`config.mk`:
```
export PLATFORM = sky130hd
export DESIGN_NAME = vna_queue
export DESIGN_NICKNAME = d
export VERILOG_FILES = /design/src/rtl/vertex_normal_accumulator_defines.svh /design/src/rtl/vna_pkg.sv /design/src/rtl/vna_queue.sv
export SDC_FILE = /design/constraint.sdc
export NUM_CORES = 1
export LEC_CHECK = 0
export CAP_MARGIN = 20
export CORE_UTILIZATION = 30
export DETAILED_ROUTE_END_ITERATION = 8
export DONT_BUFFER_PORTS = 1
export GPL_TIMING_DRIVEN = 0
export PLACE_DENSITY_LB_ADDON = 0.05
export SLEW_MARGIN = 40
export SYNTH_ARGS = -nofsm -noshare
export SYNTH_HDL_FRONTEND = slang
export SYNTH_SLANG_ARGS = --single-unit
export TNS_END_PERCENT = 30
```
`constraint.sdc`:
```
create_clock -name clock -period 3.4 [get_ports clock]
set_input_delay 0.34 -clock clock [delete_from_list [all_inputs] [get_ports clock]]
set_output_delay 0.34 -clock clock [all_outputs]
set_load 0.005 [all_outputs]
```
`src/rtl/vertex_normal_accumulator_defines.svh`:
```
// ----------------------------------------------------------------------------
// Vertex normal accumulator assertion macros
// Shared property wrappers, clocked on clock and held off during reset.
// ----------------------------------------------------------------------------
`ifndef VERTEX_NORMAL_ACCUMULATOR_DEFINES_SVH
`define VERTEX_NORMAL_ACCUMULATOR_DEFINES_SVH

// Check that cons holds in the same cycle as ante.
`define VNA_ASSERT_HOLDS(label, ante, cons, msg) \
   label: assert property (@(posedge clock) disable iff (reset) (ante) |-> (cons)) \
      else $error(msg);

// Check that cons holds in the cycle after ante.
`define VNA_ASSERT_NEXT(label, ante, cons, msg) \
   label: assert property (@(posedge clock) disable iff (reset) (ante) |=> (cons)) \
      else $error(msg);

`endif

```
`src/rtl/vna_pkg.sv`:
```
// ----------------------------------------------------------------------------
// Vertex normal accumulator package
// Codes, widths and the command beat passed from the front to the back.
// ----------------------------------------------------------------------------
package vna_pkg;

   localparam int MAX_VERTICES_DEFAULT = 1024;
   localparam int IDX_W                = 10;
   localparam int COORD_W              = 24;
   localparam int NORMAL_W             = 16;
   localparam int SCALE_W              = 16;
   localparam int QUEUE_DEPTH          = 2;
   localparam int CSR_ADDR_W           = 3;
   localparam int CSR_DATA_W           = 32;

   localparam logic [SCALE_W-1:0] SCALE_RESET = 16'd256;

   // Register index
   localparam logic [0:0] REG_POSITION_SCALE = 1'b0;

   // Input modes
   localparam logic [1:0] MODE_LOAD = 2'd0;
   localparam logic [1:0] MODE_TRI  = 2'd1;
   localparam logic [1:0] MODE_READ = 2'd2;

   // Result status
   localparam logic [1:0] STATUS_OK       = 2'd0;
   localparam logic [1:0] STATUS_FULL     = 2'd1;
   localparam logic [1:0] STATUS_UNLOADED = 2'd2;

   // Work kinds for the back end
   localparam logic [1:0] KIND_DONE = 2'd0;
   localparam logic [1:0] KIND_LOAD = 2'd1;
   localparam logic [1:0] KIND_TRI  = 2'd2;
   localparam logic [1:0] KIND_READ = 2'd3;

   typedef struct packed {
      logic [1:0]                kind;
      logic [1:0]                status;
      logic [IDX_W-1:0]          vidx;
      logic signed [COORD_W-1:0] coord_x;
      logic signed [COORD_W-1:0] coord_y;
      logic signed [COORD_W-1:0] coord_z;
      logic [IDX_W-1:0]          corner_a;
      logic [IDX_W-1:0]          corner_b;
      logic [IDX_W-1:0]          corner_c;
   } cmd_type;

endpackage

```
`src/rtl/vna_queue.sv`:
```
// ----------------------------------------------------------------------------
// Vertex normal accumulator command queue
// Small FIFO that decouples the front end from the back end.
// ----------------------------------------------------------------------------
module vna_queue
   import vna_pkg::*;
(
   input  logic    clock,
   input  logic    reset,
   input  logic    push,
   input  cmd_type push_cmd,
   output logic    full,
   input  logic    pop,
   output cmd_type pop_cmd,
   output logic    not_empty
);

   localparam int PTR_W = $clog2(QUEUE_DEPTH);
   localparam int CNT_W = $clog2(QUEUE_DEPTH + 1);

   cmd_type          mem_ff [QUEUE_DEPTH];
   logic [PTR_W-1:0] wr_ptr_ff;
   logic [PTR_W-1:0] rd_ptr_ff;
   logic [CNT_W-1:0] count_ff;
   logic [CNT_W-1:0] count_in;
   logic             do_push;
   logic             do_pop;

   assign full      = (count_ff == CNT_W'(QUEUE_DEPTH));
   assign not_empty = (count_ff != '0);
   assign pop_cmd   = mem_ff[rd_ptr_ff];
   assign do_push   = push && !full;
   assign do_pop    = pop && not_empty;

   // Track fill level
   always_comb begin
      count_in = count_ff;
      if (do_push && !do_pop) begin
         count_in = count_ff + 1'b1;
      end else if (do_pop && !do_push) begin
         count_in = count_ff - 1'b1;
      end
   end

   always_ff @(posedge clock) begin
      if (reset) begin
         wr_ptr_ff <= '0;
         rd_ptr_ff <= '0;
         count_ff  <= '0;
      end else begin
         count_ff <= count_in;
         if (do_push) begin
            wr_ptr_ff <= wr_ptr_ff + 1'b1;
         end
         if (do_pop) begin
            rd_ptr_ff <= rd_ptr_ff + 1'b1;
         end
      end
   end

   // Store entries
   always_ff @(posedge clock) begin
      if (do_push) begin
         mem_ff[wr_ptr_ff] <= push_cmd;
      end
   end

endmodule

```
==> key figures <==
Yosys
  • Post-synthesis register bit count: 237
  • YS warnings: 0
  • Post-Synthesis Cells: 386
  • Sequential cell area fraction in the yosys report: 80.80%
  • Synthesized Nets: 507
  • Synth Cell Area: 8746 sq um
  • Synth unique cells: 16
  • Syn_area_per_cell: 22.66 sq um
  • Biggest area consumer among synthesized cells: edfxtp_1
  • Top cells by area, synth: edfxtp_1 (80%), mux2_2 (9.8%), mux2_4 (6.9%)
  • Synth top area share: 79.66%

Floorplan
  • I/O pins: 238
  • DIE HEIGHT: 172.7 um
  • Total core area: 28700 sq um
  • Initial Utilization: 30.47%
  • Die X: 172.7 um
  • Die area: 29840 sq um
  • Row cnt: 62

Clock tree
  • Register clock-pin slew on the reported worst setup and hold paths: 0.06 ns
  • CTS tree: yes
  • Clock sink total: 237
  • Clock latency at the later pin of the worst-skew pair: 0.52 ns
  • H-tree depth: 1
  • Post-cts resize count: 0
  • Total setup buffers inserted after CTS: 0
  • Clk root buf: clkbuf_16
  • CTS Buf Count: 26
  • Clk buf depth: 3

STA
  • Slew margin rel.: 64.28%
  • Fin. Hold Viols: 0
  • Worst-margin pin slew: 0.5358 ns
  • Slew Viols, Final: 0
  • Skew final: 0.01510 ns
  • RSZ-0062 raised after global routing: no
  • Final setup vio count: 0
  • Final Worst Setup Slack: 1.339 ns
  • Fin crit share: 60.63%
  • Setup TNS: 0 ns
  • Max Freq: 485.1 MHz
  • Tmin final: 2.061 ns

Routing
  • DRC Markers: 0
  • Vias per cell: 4.276
  • Vias: 4015
  • ANT nets after route: 0
  • 1st-iter DRT viols: 190
  • DRT Pass-1 Iters: 4
  • Routed len/inst: 17.87 um
  • Final WL: 16.78 mm

Setup path
  • Critical R2R Launch: count_ff[0]
  • CP arrival: 1.72 ns
  • Crit path max-delay family: buffers and inverters
  • Critical path startpoint category: flop
  • Crit-path max cell delay: 0.34 ns
  • Worst-path cell chain: buf_6 -> buf_6 -> buf_6 -> mux2_4
  • Critical path class: flop to output port
  • Slowest CP cell: mux2_4
  • Critical path endpoint category: output port
  • Most common cell on crit path: buf_6
  • Max FO, Critical Path: 10
  • CP Buf/Inv Count: 3
  • CP Data Required Time: 3.06 ns

GRT
  • Largest net degree at the start of global routing: 66
  • Total global-route track usage: 11.06%
  • Vias in the first global route: 4352
  • First-pass GRT wire length: 25.52 mm
  • Initial antenna violation count: 0
  • Grt total ovfl: 0

Placed design
  • DP Cell Count: 774
  • Final GP Congestion: 0.6610
  • Place WS: 1.321 ns
  • HPWL after detailed placement: 10.90 mm
  • DP Area: 9324 sq um
  • PortBufs: 0

Cells and area
  • Ant diodes: 0
  • Cell Count, Final, Fillers Out: 939
  • Filler instances: 2673
  • Post-route cell area: 11370 sq um
  • Share of cells above drive strength 1: 32.07%
  • Synth-to-Final Area Change: 30.03%
  • Nets: 656

Min path
  • Hold WC Path Type: input port to flop
  • Hold wc startpoint: push

Flow run
  • Max-Cap Viols: 0

Run status
  • Outcome: finished, final reports clean

Power and ir drop
  • Leakage power: 3.864 nW
  • PwrDens: 725.6 nW/um^2
  • Max VDD drop: 677.6 uV
  • Design Power: 0.008252 W
[layout by cell type, fill, tap and decap left out]
master,count
edfxtp_1,232
dlygate4sd3_1,117
mux2_2,76
mux2_4,40
clkbuf_16,27
clkinv_2,8
buf_2,7
buf_6,6
dfxtp_1,5
clkinv_1,5
nor2_1,4
bufinv_16,4
o21ai_0,3
xor2_1,3
buf_12,3
or3_1,2
a21oi_1,2
clkbuf_1,2
clkinvlp_4,2
inv_1,1
nor2b_2,1
or2_2,1
and2_4,1
inv_8,1
ha_1,1
buf_16,1
[timing repair]
item / CTS / global route
hold endpoints to repair: 237 / 0
hold buffers: 117 / 0
setup endpoints to repair: 0 / 0
[cell usage after synthesis]
library cell and count:
and2_1 1, mux2_2 76, nor2b_2 1, xor2_1 3
mux2_4 40, edfxtp_1 232, buf_2 7, nor2_1 4
buf_6 6, or3_1 2, inv_1 2, or2_2 1
o21ai_0 3, dfxtp_1 5, a21oi_1 2, ha_1 1
[kinds of logic (layout without fill, tap and decap cells)]
group	Yosys count	in the layout	share of synthesized area (%)
xor+xnor	3	3	0.3005
buf+inv	15	184	1.259
fa+ha+maj	1	1	0.1430
compound gates	5	5	0.2861
simple gates	9	9	0.5580
flops	237	237	80.80
mux	116	116	16.65
[worst paths after layout]
| kind | end | depth (start not counted) | slack (ns) |
|---|---|---|---|
| min | wr_ptr_ff | 3 | 0.13 |
| max | pop_cmd[75] | 4 | 1.34 |
| max reg2reg | mem_ff[0][58] | 4 | 1.35 |
| min reg2reg | wr_ptr_ff | 2 | 0.49 |
[worst register-to-register path, stage by stage (launching register included)]
cell,delay (ns)
dfxtp_1,0.42
nor2b_2,0.10
or3_1,0.41
inv_8,0.39
buf_16,0.31
[registers in the layout, summed over array words and instances, names as in the netlist, named ones only]
name and cells:
rd_ptr_ff 1, count_ff 2, mem_ff 232, wr_ptr_ff 1
[power breakdown]
group,total (W),switching [W],internal [W]
clock,0.00283,0.00109,0.00174
combinational,0.00167,0.000869,0.000802
sequential,0.00375,0.0000840,0.00367
total,0.00825,0.00204,0.00621
[final cells by class]
type | instances | area, sq um | share of cell area [%]
buffer | 13 | 102.6 | 0.9022
clock buffer | 29 | 683.2 | 6.007
timing repair buffer | 121 | 1259 | 11.07
multi-input combinational | 134 | 1572 | 13.82
tap | 384 | 480.5 | 4.225
inverter | 2 | 15.01 | 0.1320
clock inverter | 19 | 193.9 | 1.705
sequential | 237 | 7067 | 62.14
[metrics by stage]
| step | utilization (%) | hold slack [ns] |
|---|---|---|
| after global routing | 39.62 | 0.1694 |
| after detailed placement | 32.48 | 0.4138 |
| after CTS | 39.62 | 0.08688 |
| after global placement | 32.15 | 0.4128 |
| after floorplan | - | 0.4091 |
| final | 39.62 | 0.1261 |
[per-layer routing]
metal	share of wire (%)	track usage (%)	vias to the layer above	wire length, um
met5	0	0	-	0
met4	2.7	3.540	0	456
met3	10	4.859	29	1689
met2	47	18.20	172	7924
met1	40	12.93	1980	6711
li1	-	-	1834	-
Power figures use the tool's default switching activity.
