==> src/rtl/vertex_normal_accumulator_defines.svh <==
// ----------------------------------------------------------------------------
// Vertex normal accumulator assertion macros
// Shared property wrappers, clocked on clock and held off during reset.
// ----------------------------------------------------------------------------
`ifndef VERTEX_NORMAL_ACCUMULATOR_DEFINES_SVH
`define VERTEX_NORMAL_ACCUMULATOR_DEFINES_SVH

// Check that cons holds in the same cycle as ante.
`define VNA_ASSERT_HOLDS(label, ante, cons, msg) \
   label: assert property (@(posedge clock) disable iff (reset) (ante) |-> (cons)) \
      else $error(msg);

// Check that cons holds in the cycle after ante.
`define VNA_ASSERT_NEXT(label, ante, cons, msg) \
   label: assert property (@(posedge clock) disable iff (reset) (ante) |=> (cons)) \
      else $error(msg);

`endif

==> src/rtl/vna_pkg.sv <==
// ----------------------------------------------------------------------------
// Vertex normal accumulator package
// Codes, widths and the command beat passed from the front to the back.
// ----------------------------------------------------------------------------
package vna_pkg;

   localparam int MAX_VERTICES_DEFAULT = 1024;
   localparam int IDX_W                = 10;
   localparam int COORD_W              = 24;
   localparam int NORMAL_W             = 16;
   localparam int SCALE_W              = 16;
   localparam int QUEUE_DEPTH          = 2;
   localparam int CSR_ADDR_W           = 3;
   localparam int CSR_DATA_W           = 32;

   localparam logic [SCALE_W-1:0] SCALE_RESET = 16'd256;

   // Register index
   localparam logic [0:0] REG_POSITION_SCALE = 1'b0;

   // Input modes
   localparam logic [1:0] MODE_LOAD = 2'd0;
   localparam logic [1:0] MODE_TRI  = 2'd1;
   localparam logic [1:0] MODE_READ = 2'd2;

   // Result status
   localparam logic [1:0] STATUS_OK       = 2'd0;
   localparam logic [1:0] STATUS_FULL     = 2'd1;
   localparam logic [1:0] STATUS_UNLOADED = 2'd2;

   // Work kinds for the back end
   localparam logic [1:0] KIND_DONE = 2'd0;
   localparam logic [1:0] KIND_LOAD = 2'd1;
   localparam logic [1:0] KIND_TRI  = 2'd2;
   localparam logic [1:0] KIND_READ = 2'd3;

   typedef struct packed {
      logic [1:0]                kind;
      logic [1:0]                status;
      logic [IDX_W-1:0]          vidx;
      logic signed [COORD_W-1:0] coord_x;
      logic signed [COORD_W-1:0] coord_y;
      logic signed [COORD_W-1:0] coord_z;
      logic [IDX_W-1:0]          corner_a;
      logic [IDX_W-1:0]          corner_b;
      logic [IDX_W-1:0]          corner_c;
   } cmd_type;

endpackage

==> src/rtl/vna_front.sv <==
// ----------------------------------------------------------------------------
// Vertex normal accumulator front end
// Accepts input beats, tracks the loaded vertex count and classifies each
// beat into a command for the back end.
// ----------------------------------------------------------------------------
module vna_front
   import vna_pkg::*;
#(
   parameter int MAX_VERTICES = MAX_VERTICES_DEFAULT
) (
   input  logic                      clock,
   input  logic                      reset,
   input  logic                      req_valid,
   output logic                      req_stall,
   input  logic [1:0]                req_mode,
   input  logic signed [COORD_W-1:0] req_coord_x,
   input  logic signed [COORD_W-1:0] req_coord_y,
   input  logic signed [COORD_W-1:0] req_coord_z,
   input  logic [IDX_W-1:0]          req_corner_a,
   input  logic [IDX_W-1:0]          req_corner_b,
   input  logic [IDX_W-1:0]          req_corner_c,
   input  logic                      queue_full,
   output logic                      queue_push,
   output cmd_type                   queue_cmd
);

   localparam int CNT_W = $clog2(MAX_VERTICES + 1);
   localparam int CMP_W = (CNT_W > IDX_W) ? CNT_W : IDX_W;

   logic [CNT_W-1:0] count_ff;
   logic [CNT_W-1:0] count_in;
   logic [CMP_W-1:0] count_ext;
   logic             store_full;
   logic             a_bad;
   logic             b_bad;
   logic             c_bad;
   logic             accept;

   assign req_stall  = queue_full;
   assign accept     = req_valid && !queue_full;
   assign queue_push = accept;

   assign count_ext  = CMP_W'(count_ff);
   assign store_full = (count_ff == CNT_W'(MAX_VERTICES));
   assign a_bad      = (CMP_W'(req_corner_a) >= count_ext);
   assign b_bad      = (CMP_W'(req_corner_b) >= count_ext);
   assign c_bad      = (CMP_W'(req_corner_c) >= count_ext);

   // Classify the beat
   always_comb begin
      queue_cmd.kind     = KIND_DONE;
      queue_cmd.status   = STATUS_UNLOADED;
      queue_cmd.vidx     = '0;
      queue_cmd.coord_x  = req_coord_x;
      queue_cmd.coord_y  = req_coord_y;
      queue_cmd.coord_z  = req_coord_z;
      queue_cmd.corner_a = req_corner_a;
      queue_cmd.corner_b = req_corner_b;
      queue_cmd.corner_c = req_corner_c;
      count_in           = count_ff;
      case (req_mode)
         MODE_LOAD: begin
            if (store_full) begin
               queue_cmd.status = STATUS_FULL;
            end else begin
               queue_cmd.kind   = KIND_LOAD;
               queue_cmd.status = STATUS_OK;
               queue_cmd.vidx   = count_ext[IDX_W-1:0];
               if (accept) begin
                  count_in = count_ff + 1'b1;
               end
            end
         end
         MODE_TRI: begin
            queue_cmd.vidx = req_corner_a;
            if (!(a_bad || b_bad || c_bad)) begin
               queue_cmd.kind   = KIND_TRI;
               queue_cmd.status = STATUS_OK;
            end
         end
         MODE_READ: begin
            queue_cmd.vidx = req_corner_a;
            if (!a_bad) begin
               queue_cmd.kind   = KIND_READ;
               queue_cmd.status = STATUS_OK;
            end
         end
         default: begin
            queue_cmd.status = STATUS_UNLOADED;
         end
      endcase
   end

   always_ff @(posedge clock) begin
      if (reset) begin
         count_ff <= '0;
      end else begin
         count_ff <= count_in;
      end
   end

endmodule

==> config.mk <==
export PLATFORM = sky130hd
export DESIGN_NAME = vna_front
export DESIGN_NICKNAME = d
export VERILOG_FILES = /design/src/rtl/vertex_normal_accumulator_defines.svh /design/src/rtl/vna_pkg.sv /design/src/rtl/vna_front.sv
export SDC_FILE = /design/constraint.sdc
export NUM_CORES = 1
export LEC_CHECK = 0
export BUFFER_PORTS_ARGS = -buffer_cell sky130_fd_sc_hd__clkbuf_2
export CAP_MARGIN = 20
export CORE_AREA = 2 2 89 91
export DETAILED_ROUTE_END_ITERATION = 10
export DIE_AREA = 0 0 91 93
export PLACE_DENSITY = 0.71
export SLEW_MARGIN = 0
export SYNTH_ARGS = -nofsm -noshare
export SYNTH_HDL_FRONTEND = slang
export SYNTH_SLANG_ARGS = --single-unit
==> constraint.sdc <==
create_clock -name clock -period 1.96 [get_ports clock]
set_input_delay 0.294 -clock clock [delete_from_list [all_inputs] [get_ports clock]]
set_output_delay 0.294 -clock clock [all_outputs]
set_load 0.01 [all_outputs]
==> metrics.yaml, run 1 <==
status: "finished, violations left"
violations: "negative setup slack"
synth_mux_area_share_pct: 0
ctsHoldBuffers: 0
max_slew_margin_pct: 64.14
yosysSeqAreaShare_pct: 9.740
crit_fanout: 2
ir_worst_vdd_uv: 155.2
place_inst: 395
largest_reg_flops: 11
fin_worst_skew_ns: 0.004077
grt_pass1_vias: 1927
hold_violations: 0
cp.arrival_ns: 2.09
min_period_ns: 2.385
fin_util_pct: 34.52
maxCapViolCount: 0
yosysTopAreaCellShare_pct: 34.20
syn_inst: 282
syn_area_um2: 2261
fillerInstances: 805
yosys.area_share.simple_pct: 17.27
setup-violations-final: 6
grt_max_degree: 14
dr.pass1.iters: 4
layout-drive-gt1-share_pct: 57.28
p_leak_uw: 0.001213
tns_ns: -1.316
ant_nets: 0
r2r_start: "count_ext[0]"
vias: 1896
min_path_type: "input port to flip-flop"
clockRootBuffer: "clkbuf_8"
synth_flop_cell: "dfxtp_1"
nNetsFinal: 447
gr-total-overflow: 0
yosys.area.top_type: "buf_4"
globalRouteTotalUtil_pct: 13.84
cp-end-kind: "primary output"
dieWidth_um: 91
fp.coreArea_um2: 7527
tightest_slew_ns: 0.5379
synth_compound_area_share_pct: 11.23
yosysUniqueCellTypes: 40
worstSetupPathType: "flip-flop to primary output"
cts_buffer_depth: 2
rows: 32
die_h_um: 93
design_area_um2: 2599
synthXorXnorAreaFrac_pct: 3.874
worstSetupStartpoint: "count_ext[0]"
htreeDepth: 1
powerDensity_nw_per_um2: 307.6
numCtsBuffers: 3
critPathRequiredTime_ns: 1.67
clock_latency_ns: 0.24
cp-start-kind: "flip-flop"
min-delay-start: "reset"
avgRoutedWirePerCell_um: 14.78
synthTopCellsByArea: "buf_4 34%, ha_1 20%, dfxtp_1 9.7%"
finalWirelength_um: 5971
avgViaCountPerCell: 4.693
cts_tree: "yes"
synth-seq-cells: 11
synth_top_family_by_area: "buffers and inverters"
io-pin-count: 226
synthesis.nets: 426
numClockSinks: 11
yosys.area_share.adder_pct: 19.92
dp_hpwl_um: 4890
rsz0062_at_grt: "true"
place_congestion: 0.8392
fin_crit_sh_pct: 121.7
final_max_slew_viol_count: 0
clkTransAtPathRegs_ns: 0.05
drtIter0Drc: 112
num_antenna_cells: 0
syn_to_final_growth_pct: 14.94
initial_core_util_pct: 30.04
dieArea_um2: 8463
fin_ws_ns: -0.4251
yosys_warnings: 0
grt_pass1_wl_um: 9425
synthArstFlopShare_pct: 0
max_freq_mhz: 419.3
syn-mean-instance-area_um2: 8.017
synth_edf_count: 0
drc: 0
antenna_found_initial: 0
finalNonFillerCells: 404
placed_cell_area_um2: 2272
port_buffers: 81
## worst max-delay path, cell delays in order, from the launching register on
cell and delay, ns:
dfxtp_2 0.33, ha_1 0.26, nand2b_1 0.09, a211oi_1 0.06
or3_1 0.38, a31oi_2 0.21, nor4_2 0.07, buf_4 0.14
a22o_1 0.18, buf_2 0.14
## cells in the mapped netlist (3+ instances only)
library cell / count
xnor2_1: 9
nand4_1: 6
a22oi_1: 7
nor2_1: 25
nor3_1: 3
nand3b_1: 3
o21ai_0: 3
a22o_1: 4
inv_1: 13
a21oi_1: 10
a211oi_1: 4
dfxtp_1: 11
nand2_1: 7
a21o_1: 3
buf_4: 103
ha_1: 36
nand3_1: 6
## metrics by stage
step                total power [µW]  worst slack (ns)  hold slack [ns]
floorplan                      570.5          0.002026           0.3664
finish                         799.5           -0.4251           0.4114
detailed placement             529.1           -0.3113           0.5881
global placement               520.8           -0.2769           0.5881
CTS                            798.8           -0.4123           0.4043
global route                   847.8           -0.5606           0.4458
## final cells by class
type                            instances  area [µm²]  share of cell area (%)
Clock buffer                            4       45.04                   1.733
Sequential cell                        11       231.5                   8.907
Tap cell                              102       127.6                   4.911
Multi-Input combinational cell        149        1391                   53.54
Timing Repair Buffer                  123       732.0                   28.17
Inverter                               15       71.32                   2.744
## layer usage
layer / share of wire, % / global-route usage (%) / routed length [µm] / up-vias
met1: 44 / 17.14 / 2637 / 882
li1: - / - / - / 910
met3: 6.2 / 2.337 / 373 / 24
met5: 0 / 0 / 0 / -
met4: 2.2 / 5.556 / 129 / 0
met2: 47 / 23.89 / 2830 / 80
## cell families (layout without fill, tap and decap cells)
| group | count (synthesis) | in the layout |
|---|---|---|
| DFF | 11 | 11 |
| and+or+nand+nor | 67 | 67 |
| AOI/OAI and AO/OA | 36 | 36 |
| buffers and inverters | 122 | 142 |
| xor gates and xnor gates | 10 | 10 |
| adders and majority gates | 36 | 36 |
## layout by cell type (no fill, tap or decap), drive strengths merged, types with 2 or more instances in the layout
cell type	n
a211oi	4
a21o	3
a21oi	10
a22o	4
a22oi	7
a31oi	3
and3	2
buf	44
clkbuf	83
dfxtp	11
ha	36
inv	15
nand2	7
nand3	6
nand3b	3
nand4	6
nand4b	2
nor2	25
nor2b	3
nor3	3
nor3b	2
nor4	3
o211ai	2
o21ai	3
xnor2	9
## final timing paths
| kind | endpoint | slack (ns) | cells past startpoint |
|---|---|---|---|
| hold / removal | count_ext[3] | 0.41 | 2 |
| hold reg to reg | count_ext[3] | 0.59 | 3 |
| setup reg to reg | count_ext[5] | 0.15 | 10 |
| setup / recovery | queue_cmd[115] | -0.43 | 9 |
## report_power, final
part	internal, µW	switching [µW]	leakage, µW	total, µW
sequential	223	0.838	0.0000925	224
combinational	162	177	0.00110	339
clock	143	92.9	0.0000228	236
total	529	271	0.00121	799
## repair_timing
action,CTS,global route
setup endpoints to repair,7,7
pin swaps,21,6
buffers inserted,5,1
resized for setup,40,10
(Power assumes the default switching activity.)
==> run 2, diff against run 1 <==
- ABC_AREA: default -> 1
- CORE_AREA: 2 2 89 91 -> default
- CORE_UTILIZATION: default -> 35
- DIE_AREA: 0 0 91 93 -> default
- PLACE_DENSITY: 0.71 -> 0.78
==> run 2 against run 1 <==
  * The flow still finishes with violations (negative setup slack)
  * Count of clock-buffer cells in the layout stayed put
  * Clock skew is 0.0035 ns lower
  * Maximum frequency grew 11%
  * Core utilization rose by 6.8 points
  * Via count grew 29%
  * Register-to-register slack improved by 0.23 ns
  * Design area is 9.2% higher
  * Worst setup slack better by 0.23 ns
  * Sequential cell count is the same
  * Total power rose by 5.5%
  * Synthesized cell count increased by 41%
  * Largest cell class unchanged
  * Highest routed layer unchanged
==> metrics.yaml, run 2 <==
drtIter0Drc: 181  # +62%
seqPwrFrac_pct: 26.7  # -1.4 points
ir_worst_vdd_uv: 148.0  # -4.6%
yosys.area.top_type: "buf_4"
regArea_um2: 235.2  # +1.6%
layout-drive-gt1-share_pct: 42.57  # -15 points
p_sw_uw: 315.0  # +16%
synth_edf_count: 0  # unchanged
syn_inst: 397  # +41%
max_stage_delay_ns: 0.35  # -0.03 ns
syn_area_um2: 2527  # +12%
final_cell_mix: "81 x nand2_1, 80 x clkbuf_2, 31 x inv_1"
dieWidth_um: 86.98  # -4.4%
nNetsFinal: 542  # +21%
synth.most_common_cell: "buf_4"
yosysUniqueCellTypes: 23  # -43%
yosys_warnings: 0  # unchanged
ant_nets: 0  # unchanged
placed_cell_area_um2: 2400  # +5.6%
port_buffers: 81  # unchanged
place_congestion: 0.9366  # +12%
mostFrequentLayoutCell: "nand2_1"
yosysSeqAreaShare_pct: 8.713  # -1.0 points
cts_tree: "yes"
initial_core_util_pct: 36.79  # +6.8 points
crit_buf_inv: 2  # unchanged
avgRoutedWirePerCell_um: 14.88  # +0.65%
grt_max_degree: 13  # -1
numCtsBuffers: 3  # unchanged
maxCapViolCount: 0  # unchanged
clkPwrFrac_pct: 28.6  # -1.0 points
rsz0062_at_grt: "true"
clockRootBuffer: "clkbuf_8"
num_antenna_cells: 0  # unchanged
synth_commonest_cells: "105 x buf_4, 86 x nand2_1, 40 x inv_1"
fin_ws_ns: -0.1962  # +0.2289 ns
synthArstFlopShare_pct: 0  # unchanged
crit_family: "simple AND/OR/NAND/NOR gates"
powerDensity_nw_per_um2: 297.3  # -3.4%
grt_pass1_wl_um: 10740  # +14%
fin_crit_sh_pct: 110.0  # -12 points
max_freq_mhz: 463.8  # +11%
final_max_slew_viol_count: 0  # unchanged
avgViaCountPerCell: 4.955  # +5.6%
drc: 0  # unchanged
tightest_slew_ns: 0.4223  # -0.1156 ns
clkTransAtPathRegs_ns: 0.05  # about the same
p_leak_uw: 0.001403  # +16%
synthTopCellsByArea: "buf_4 31%, ha_1 18%, nand2_1 13%"
rows: 30  # -6.3%
fp.coreArea_um2: 6869  # -8.7%
dieArea_um2: 7565  # -11%
worstSetupPathType: "flip-flop to primary output"
status: "finished, violations left"
cts_buffer_depth: 2  # unchanged
dr.pass1.iters: 5  # +1
internal_power_uw: 528.5  # about the same
io-pin-count: 226  # unchanged
yosysTopAreaCellShare_pct: 31.19  # -3.0 points
largest_reg_flops: 11  # unchanged
syn_to_final_growth_pct: 12.28
syn-mean-instance-area_um2: 6.366  # -21%
cp.arrival_ns: 1.86  # -0.23 ns
numClockSinks: 11  # unchanged
synth-seq-cells: 11  # unchanged
cp_slowest_cell: "dfxtp_2"
htreeDepth: 1  # unchanged
finalWirelength_um: 7334  # +23%
crit_fanout: 6  # +4
hold_violations: 0  # unchanged
gr-total-overflow: 0  # unchanged
clock_latency_ns: 0.25  # about the same
cp-end-kind: "primary output"
cp-start-kind: "flip-flop"
fin_total_pwr_uw: 843.5  # +5.5%
design_area_um2: 2838  # +9.2%
path_cells: "inv_4, ha_4, nand2_2, nor3_2, nand2_1, nor2_2, nor2_4, nand3_2, nand2_1, nand2_1, buf_2"
die_h_um: 86.98  # -6.5%
tns_ns: -0.4754  # +0.8403 ns
setup-violations-final: 3  # -3
min_path_type: "input port to flip-flop"
violations: "negative setup slack"
cpMostUsedCell: "nand2_1"
min_period_ns: 2.156  # -0.2289 ns
fin_worst_skew_ns: 0.0006190  # -0.003458 ns
fillerInstances: 683  # -15%
swShare_pct: 37.34  # +3.5 points
combPwrFrac_pct: 44.7  # +2.3 points
critPathRequiredTime_ns: 1.67  # about the same
globalRouteTotalUtil_pct: 18.57  # +4.7 points
synth_flop_cell: "dfxtp_1"
ctsHoldBuffers: 0  # unchanged
vias: 2443  # +29%
dp_hpwl_um: 5682  # +16%
grt_pass1_vias: 2274  # +18%
synthesis.nets: 541  # +27%
max_slew_margin_pct: 71.81  # +7.7 points
antenna_found_initial: 0  # unchanged
multi_input_area_um2: 1668  # +20%
run 2: final cells by class:
type | count | area share [%]
sequential | 11 | 8.289
inverter | 42 | 6.349
clock buffer | 4 | 1.587
tap | 96 | 4.233
multi-input combinational | 235 | 58.77
timing repair buffer | 105 | 20.77
run 2: power groups by stage:
stage	combinational [µW]	clock, µW	sequential, µW
floorplan	363	0	232
global placement	309	0	231
detailed placement	318	0	231
CTS	344	242	226
global route	420	253	225
finish	377	241	225
run 2: kinds of logic after synthesis:
kind of cell | Yosys count | synth area share, %
fa+ha+maj | 36 | 17.82
buf+inv | 151 | 38.32
compound gates | 34 | 7.277
flops | 11 | 8.713
xor+xnor | 5 | 1.733
simple gates | 160 | 26.14
run 2: what timing repair did:
| item | in CTS | in global routing |
|---|---|---|
| pin swaps | 12 | 18 |
| buffers inserted | 1 | 2 |
| endpoints found under the setup margin | 9 | 10 |
| gates resized for setup | 48 | 31 |
run 2: final timing paths:
path,start,endpoint,slack (ns),cells after the start
hold reg to reg,count_ext[9],count_ext[9],0.61,3
setup / recovery,count_ext[9],queue_cmd[113],-0.20,11
hold / removal,reset,count_ext[9],0.36,2
setup reg to reg,count_ext[5],count_ext[2],0.38,8
run 2: per-stage QoR:
step	setup slack, ns	util (%)	instances	hold slack, ns
2_1_floorplan	0.1867	-	397	0.4520
3_3_place_gp	-0.1304	34.94	486	0.4863
3_5_place_dp	-0.1236	34.94	486	0.4991
4_1_cts	-0.1627	38.52	491	0.3609
5_1_grt	-0.2832	41.31	493	0.3736
6_report	-0.1962	41.31	493	0.3644
run 2: layer usage:
| layer | GRT usage [%] | up-vias | share of wire, % |
|---|---|---|---|
| li1 | - | 1172 | - |
| met1 | 18.89 | 1097 | 34 |
| met2 | 33.64 | 131 | 52 |
| met3 | 4.834 | 43 | 8.6 |
| met4 | 11.82 | 0 | 6.0 |
| met5 | 0 | - | 0 |
==> run 3, diff against run 2 <==
- ABC_AREA: 1 -> default
- CORE_AREA: default -> 2 2 88 90
- CORE_UTILIZATION: 35 -> default
- DIE_AREA: default -> 0 0 90 92
- MAX_ROUTING_LAYER: default -> met4
- PLACE_DENSITY: 0.78 -> 0.7
- clock period: 1.96 -> 2.5 ns (I/O delays scaled with it)
==> run 3 against run 2 <==
  * Routed wire length fell by 27%
  * Register-to-register slack improved by 0.28 ns
  * Core utilization decreased by 11 points
  * Total power shrank 30%
  * Critical path depth shrank 2
  * Design area is 20% lower
  * First-iteration DRC count fell by 61%
  * Critical path type unchanged
  * Die area rose by 9.5%
  * Sequential share of layout area up 2.0 points
  * Global-route usage decreased by 5.8 points
  * Sequential cell count stayed put
  * The flow now finishes without violations
  * Combinational power fell by 38%
==> metrics.yaml, run 3 (synthesis gave the netlist of run 1 again) <==
preCtsSetupSlack_ns: 0.1094  # +0.2330 ns
cts_tree: "yes"
fin_crit_sh_pct: 98.17
cp_slowest_cell: "dfxtp_4"
dr_wl_met3_um: 461  # -27%
port_buffers: 81  # unchanged
critPathRequiredTime_ns: 2.12  # +0.45 ns
drc: 0  # unchanged
layout-drive-gt1-share_pct: 47.97  # +5.4 points
initial_core_util_pct: 30.36  # -6.4 points
clkPwrFrac_pct: 30.5  # +1.9 points
grt_pass1_vias: 1695  # -25%
final_max_slew_viol_count: 0  # unchanged
cp-end-kind: "primary output"
p_leak_uw: 0.001046  # -25%
gr-total-overflow: 0  # unchanged
setup-violations-final: 0  # -3
min_period_ns: 2.454
numClockSinks: 11  # unchanged
syn_to_final_growth_pct: 0.8856
internal_power_uw: 390.6  # -26%
io-pin-count: 226  # unchanged
dieWidth_um: 90  # +3.5%
multi_input_area_um2: 1314  # -21%
finalWirelength_um: 5327  # -27%
antenna_found_initial: 0  # unchanged
final_cell_mix: "79 x clkbuf_2, 28 x ha_1, 24 x nor2_1"
max_freq_mhz: 407.4
rsz0062_at_grt: "true"
grt_pass1_wl_um: 8266  # -23%
seqPwrFrac_pct: 29.6  # +2.9 points
tightest_slew_ns: 0.5180  # +0.09571 ns
num_antenna_cells: 0  # unchanged
dp_hpwl_um: 4412  # -22%
vias: 1766  # -28%
fin_util_pct: 30.63  # -11 points
dieArea_um2: 8280  # +9.5%
regArea_um2: 235.2  # unchanged
cts_buffer_depth: 2  # unchanged
ant_nets: 0  # unchanged
largest_reg_flops: 11  # unchanged
max_slew_margin_pct: 65.46  # -6.3 points
clockRootBuffer: "clkbuf_8"
combPwrFrac_pct: 40.0  # -4.7 points
grt_max_degree: 14  # +1
status: "finished clean"
fin_worst_skew_ns: 0.001369  # +0.0007496 ns
globalRouteTotalUtil_pct: 12.73  # -5.8 points
avgRoutedWirePerCell_um: 14.28  # -4.0%
cp-start-kind: "flip-flop"
p_sw_uw: 196.2  # -38%
swShare_pct: 33.44  # -3.9 points
nNetsFinal: 416  # -23%
maxCapViolCount: 0  # unchanged
dr.pass1.iters: 4  # -1
place_congestion: 0.8161  # -13%
die_h_um: 92  # +5.8%
fin_ws_ns: 0.04564  # +0.2418 ns
min_path_type: "input port to flip-flop"
rows: 32  # +6.7%
wl_met2_um: 2391  # -37%
worstSetupPathType: "flip-flop to primary output"
crit_fanout: 5  # -1
fillerInstances: 809  # +18%
hold_violations: 0  # unchanged
cp.arrival_ns: 2.08  # +0.22 ns
fp.coreArea_um2: 7447  # +8.4%
drtIter0Drc: 70  # -61%
mostFrequentLayoutCell: "clkbuf_2"
max_stage_delay_ns: 0.37  # +0.02 ns
ir_worst_vdd_uv: 92.03  # -38%
m1WireLength_um: 2302  # -7.1%
clock_latency_ns: 0.24  # about the same
path_cells: "inv_4, ha_4, nand4_1, or3_1, a31oi_1, nor4_1, buf_4, a22o_1, buf_2"
numCtsBuffers: 3  # unchanged
powerDensity_nw_per_um2: 257.3  # -13%
htreeDepth: 1  # unchanged
avgViaCountPerCell: 4.735  # -4.5%
top_layer_used: "met4"
clkTransAtPathRegs_ns: 0.05  # about the same
[run 3: repair_timing]
item / 4_1_cts / 5_1_grt
endpoints found under the setup margin: 3 / 3
resized for setup: 15 / 26
hold buffers: 0 / 0
gates cloned: 0 / 0
endpoints found under the hold margin: 0 / 0
pin swaps: 5 / 14
setup buffers: 0 / 4
[run 3: final timing paths]
kind / start / endpoint / slack [ns] / cells after the start
hold / removal: reset / count_ext[4] / 0.49 / 2
setup / recovery: count_ext[5] / queue_cmd[115] / 0.05 / 9
hold reg to reg: count_ext[7] / count_ext[8] / 0.62 / 3
setup reg to reg: count_ext[0] / count_ext[10] / 0.66 / 9
[run 3: power groups by stage]
stage          combinational (µW)  clock [µW]  sequential, µW
5_1_grt                       265         193             173
3_3_place_gp                  212           0             180
6_report                      235         179             173
2_1_floorplan                 266           0             181
4_1_cts                       223         185             176
3_5_place_dp                  216           0             180
[run 3: routing by layer]
metal,vias to the layer above,track usage (%)
met2,86,19.49
met4,0,6.410
met5,-,-
li1,846,-
met3,30,2.629
met1,804,15.95
[run 3: area by class of cell]
class	count	area share (%)
clock buffer	4	1.975
inverter	15	3.127
multi-input combinational	149	57.60
sequential	11	10.31
tap	102	5.595
timing repair buffer	92	21.39
[run 3: through the flow]
stage	std cells	instance area (µm²)	hold slack, ns	total power (µW)	TNS [ns]
finish	373	2281	0.4925	586.8	0
global route	373	2281	0.5197	631.3	-0.06211
detailed placement	365	2044	0.6072	396.6	0
global placement	365	2044	0.6091	391.9	0
floorplan	282	2261	0.4474	447.2	0
CTS	369	2133	0.4908	582.8	0
[run 3: worst max-delay path, delay by kind of cell, from the launching register on]
| kind | cells | cell delay (ns) |
|---|---|---|
| AOI/OAI and AO/OA | 2 | 0.34 |
| adders and majority gates | 1 | 0.26 |
| buffers and inverters | 3 | 0.34 |
| DFF | 1 | 0.37 |
| and+or+nand+nor | 3 | 0.53 |
